<file path="config.mk">
export PLATFORM = sky130hd
export DESIGN_NAME = bmc_queue
export DESIGN_NICKNAME = d
export VERILOG_FILES = /design/src/hdl/bmc_pkg.sv /design/src/hdl/bmc_queue.sv
export SDC_FILE = /design/constraint.sdc
export NUM_CORES = 1
export LEC_CHECK = 0
export ABC_AREA = 1
export BUFFER_PORTS_ARGS = -buffer_cell sky130_fd_sc_hd__buf_4
export CORE_ASPECT_RATIO = 0.75
export CORE_MARGIN = 3
export CORE_UTILIZATION = 25
export CTS_BUF_LIST = sky130_fd_sc_hd__clkbuf_8
export CTS_CLUSTER_DIAMETER = 80
export DETAILED_ROUTE_END_ITERATION = 8
export PLACE_DENSITY = 0.45
export SLEW_MARGIN = 0
export SYNTH_ARGS = -nofsm -noshare
export SYNTH_HDL_FRONTEND = slang
export SYNTH_SLANG_ARGS = --single-unit
</file>
<file path="constraint.sdc">
create_clock -name clk -period 6.5 [get_ports clk]
set_clock_uncertainty 0.15 [all_clocks]
set_input_delay 0.65 -clock clk [delete_from_list [all_inputs] [get_ports clk]]
set_output_delay 0.65 -clock clk [all_outputs]
set_load 0.05 [all_outputs]
</file>
<file path="src/hdl/bmc_pkg.sv">
// shared types, register codes, shift/sign-extend helpers for the compensation unit
// no dependencies

package bmc_pkg;

  localparam int CfgIdxW  = 3;
  localparam int CfgDataW = 64;
  localparam int QDepth   = 2;

  // configuration register codes
  typedef enum logic [CfgIdxW-1:0] {
    REG_TEMP_CAL    = 3'd0,
    REG_PRESS_CAL_A = 3'd1,
    REG_PRESS_CAL_B = 3'd2,
    REG_PRESS_CAL_C = 3'd3,
    REG_HUM_CAL     = 3'd4
  } reg_idx_t;

  // unpacked raw burst
  typedef struct packed {
    logic [19:0] adc_p;
    logic [19:0] adc_t;
    logic [15:0] adc_h;
  } raw_t;

  // calibration words
  typedef struct packed {
    logic [47:0] temp;
    logic [63:0] pa;
    logic [63:0] pb;
    logic [15:0] pc;
    logic [63:0] hum;
  } cal_t;

  function automatic logic [31:0] asr32(input logic [31:0] x, input int n);
    return 32'($signed(x) >>> n);
  endfunction

  function automatic logic [63:0] asr64(input logic [63:0] x, input int n);
    return 64'($signed(x) >>> n);
  endfunction

  function automatic logic [63:0] sx16(input logic [15:0] v);
    return {{48{v[15]}}, v};
  endfunction

  function automatic logic [63:0] sx32(input logic [31:0] v);
    return {{32{v[31]}}, v};
  endfunction

endpackage

</file>
<file path="src/hdl/bmc_queue.sv">
// two-entry queue between front end and compensation sequencer
// depends on bmc_pkg

module bmc_queue (
  input  logic            clk,
  input  logic            rst,
  input  logic            push,
  input  bmc_pkg::raw_t   wdata,
  input  logic            pop,
  output bmc_pkg::raw_t   head,
  output logic            full,
  output logic            empty
);

  bmc_pkg::raw_t mem [bmc_pkg::QDepth];
  logic       wp;
  logic       rp;
  logic [1:0] cnt;

  assign full  = (cnt == 2'(bmc_pkg::QDepth));
  assign empty = (cnt == 2'd0);
  assign head  = mem[rp];

  always_ff @(posedge clk) begin
    if (rst) begin
      wp  <= 1'b0;
      rp  <= 1'b0;
      cnt <= 2'd0;
    end else begin
      if (push && !full) begin
        mem[wp] <= wdata;
        wp      <= ~wp;
      end
      if (pop && !empty) begin
        rp <= ~rp;
      end
      cnt <= cnt + 2'((push && !full) ? 1 : 0) - 2'((pop && !empty) ? 1 : 0);
    end
  end

endmodule

</file>
=== Word-level counts from Yosys, hierarchy flattened ===
Memory sizes are Yosys's and may differ from the RTL's. A register that Yosys moved wholly into a read port is not among the register bits.
Cells that the tools add are included.

* Flip-flop bits (word level): 4
* Memory bits (writable): 112
* Input port bits: 60
* Output and inout bits: 58
* Logic and storage cells: 21
* Memories kept: 1

{| class="wikitable"
|+ Memory list
! memory !! depth !! bits a word !! read ports !! clocked after Yosys merged registers in !! wr ports !! line !! RTL
|-
| mem || 2 || 56 || 1 || 1 || 1 || bmc_queue.sv:15 || <nowiki>bmc_pkg::raw_t mem [bmc_pkg::QDepth];</nowiki>
|}

* $add $sub $neg: 2
* Equal/unequal tests: 1
* Muxes and demuxes: 7
* Bitwise operators: 2
* Reductions and logical operators: 5

{| class="wikitable"
|+ Operator list
! cell !! count
|-
| $mux W1 || 7
|-
| $add A2 B1 Y2 || 1
|-
| $eq A2 B2 Y1 const B || 1
|-
| $logic_and A1 B1 Y1 || 2
|-
| $logic_not A1 Y1 || 2
|-
| $logic_not A2 Y1 || 1
|-
| $not A1 Y1 || 2
|-
| $sub A2 B1 Y2 || 1
|}

=== Depth between registers and ports, before layout ===
* Depth in word-level cells: 6
* Mapped depth: 10
* Gate-level depth less buffers: 10

=== Least setup slack after synthesis ===
OpenSTA, ideal clock, no wires.

* Path type: input to register
* Start point: input port rst
* End point: memory mem[1][0] in the netlist's numbering, enable pin
* Library setup time: 0.470 ns
* Data arrival time: 3.135 ns
* Required time: 5.880 ns
* Slack: 2.745 ns
* Stages: 3
* Path buffers: 0
* Path through: inv_1 > nand2_1 > nor2_1

* Longest elaborated chain between the ends: 2

{| class="wikitable"
|+ Ends and longest elaborated chain
! element !! line !! RTL
|-
| start: declaration || bmc_queue.sv:6 || <nowiki>input logic rst,</nowiki>
|-
| $mux W1 || bmc_queue.sv:25 || <nowiki>if (rst) begin</nowiki>
|-
| $mux W1 (implied by the code) || bmc_queue.sv:31 || <nowiki>mem[wp] <= wdata;</nowiki>
|-
| end: declaration || bmc_queue.sv:15 ||
|}

Every way passes these cells.

==> results.ini <==
[run_status]
run_status = completed

[cts]
cts_buffers = 17
cts_setup_buffers = 0
clock-sinks = 117
cts_tree = built
ctsLongestPathBuffers = 2
cts_max_level = 4
cts.clk_slew.worst_paths_ns = 0.07
hold_buffers = 0
clock_latency_ns = 0.42
postCtsResizedCells = 0
cts_root_buffer = clkbuf_8

[cells_and_area]
fin_nets = 408
final_common_cell = buf_4
area_growth_pct = 33.5
drive_gt1_frac = 0.570
final_cell_mix = 119 x buf_4, 112 x edfxtp_1, 40 x mux2_4, 17 x clkbuf_8, 16 x mux2_2
antenna_cells = 0

[synthesis]
yosysTopAreaCellShare = 0.754
netlist_area_um2 = 4460
synth_fp_nets = 276
yosysSeqAreaShare = 0.776
syn_inst = 214
yosysTopAreaCell = edfxtp_1
synth.area.top_cells = edfxtp_1 75%, mux2_4 13%, mux2_2 4.0%
yosysWarnings = 0
ys_ff_latch = 117
synth_area_per_cell_um2 = 20.8
synth.distinct_cells = 13

[sta]
hold_viol_final = 0
setup_slack_ns = 3.60
rsz0062_at_grt = no
timing.final.crit_period_ns = 2.90
slew_headroom = 0.313
tns_ns = 0
fmax_mhz = 345
setup_violations = 0
worst_slew_pin_slew_ns = 1.03
finalMaxSlewViolations = 0
min_period_over_period = 0.447

[power_and_ir_drop]
leakage_nw = 2.28
combPwrFrac = 0.324
pwr-share-seq = 0.419
switchingPower_mw = 0.818
switching_share = 0.349
p_int_mw = 1.53
peakVddDrop_uv = 171
power.density_nw_per_um2 = 394
p_clk_frac = 0.257

[grt]
grt_max_degree = 57
grt_use_total = 0.0925
grt_pass1_vias = 2403
antenna_found_initial = 0
grt-ovfl-total = 0
grt_pass1_wl_mm = 13.2

[floorplan]
die_area_um2 = 19500
ios = 118
num_rows = 41
coreArea_um2 = 17100
die-height_um = 122
dieWidth_um = 160
floorplan.initialDensity = 0.260

[routing]
wl_mm = 8.68
wl_met3_um = 585
drt_pass1_iterations = 4
met2WireLength_mm = 3.71
drt_iter0_drc = 96
topRoutingLayerUsed = met4
remaining_drc_errors = 0
wl_per_cell_um = 14.6
m1WireLength_mm = 4.28
num_vias = 2289
via_per_inst = 3.85
drtAntennaViolNets = 0

[job]
cap_violations = 0

[critical_path]
critical_path.top_delay_family = flip-flops
crit_buf_inv = 1
r2r_cells = 3
arrival_ns = 2.10
cp_slowest_cell = dfxtp_4
critPathKind = reg -> out
required_ns = 5.70
cpPeakStageDelay_ns = 1.02
crit_chain = mux2_2 > buf_4
r2r_end = mem[1][34]
rr_startpoint = cnt[0]
worstSetupEndpointType = primary output
reg2reg_slack_ns = 4.15
startpoint_type = flop
path_max_fanout = 56

[hold_path]
min_from = rst
hold_path.class = in -> reg
hold_path_end = cnt[0]
whs_path_depth = 2

[placed_design]
dpl_worst_slack_ns = 3.77
port_buffers = 117
place_congestion = 0.710
dpl.hpwl_mm = 5.56

-- stage by stage --
stage | power [mW] | instances | utilization | area (um^2) | hold WS (ns)
after floorplan | 1.56 | 214 | - | 4460 | 0.317
after global placement | 1.77 | 563 | 0.327 | 5600 | 0.337
after detailed placement | 1.77 | 563 | 0.327 | 5600 | 0.344
after CTS | 2.39 | 594 | 0.348 | 5960 | 0.207
after global routing | 2.47 | 594 | 0.348 | 5960 | 0.208
final | 2.34 | 594 | 0.348 | 5960 | 0.248
-- how the worst max path moves through the flow --
stage	from	endpoint	slack [ns]	depth (start not counted)
2_1_floorplan	rst	mem[1][0]	2.75	3
3_3_place_gp	rst	mem[1][27]	3.77	5
3_5_place_dp	rst	mem[1][31]	3.77	5
4_1_cts	flop	head[14]	3.51	2
5_1_grt	flop	head[14]	3.46	2
6_report	flop	head[3]	3.60	2
-- routing by layer --
layer  GRT usage  up-vias
met5           0        -
met4      0.0374        0
met1       0.123     1114
met2       0.127       87
met3      0.0466        7
li1            -     1081
-- final cells by class --
class                           count  area, um^2
Multi-Input combinational cell     81         906
Tap cell                          236         295
Clock buffer                       17         234
Sequential cell                   117        3470
Timing Repair Buffer              119         893
Fill cell                        1707       11200
Inverter                           10        37.5
Clock inverter                     14         123
-- Yosys cell counts (all sizes together) --
cell type    n
o21ai        2
nor2        11
a21oi        1
buf          6
inv         10
mux2        56
nand3        2
ha           2
nand2        7
edfxtp     112
dfxtp        5
-- sequential cells by signal (all words and copies together) (netlist names), named ones only --
signal and flops:
cnt 2, mem 112, rp 1, wp 1
-- power groups by stage --
stage                     clock network [mW]  logic (mW)  registers (mW)
after floorplan                            0       0.617           0.942
after global placement                     0       0.771            1.00
after detailed placement                   0       0.771            1.00
after CTS                              0.635       0.773           0.986
after global routing                   0.668       0.803           0.995
final                                  0.603       0.759           0.982
-- cell families (layout without fill, tap and decap cells) --
family / count (synthesis) / after routing / share of synthesized area
flip-flops: 117 / 117 / 0.776
multiplexers: 56 / 56 / 0.175
AND/OR/NAND/NOR: 20 / 20 / 0.0174
buffers and inverters: 16 / 160 / 0.0222
AO/OA/AOI/OAI: 3 / 3 / 0.00337
adder cells (fa/ha/maj): 2 / 2 / 0.00561
Power figures use the tool's default switching activity.
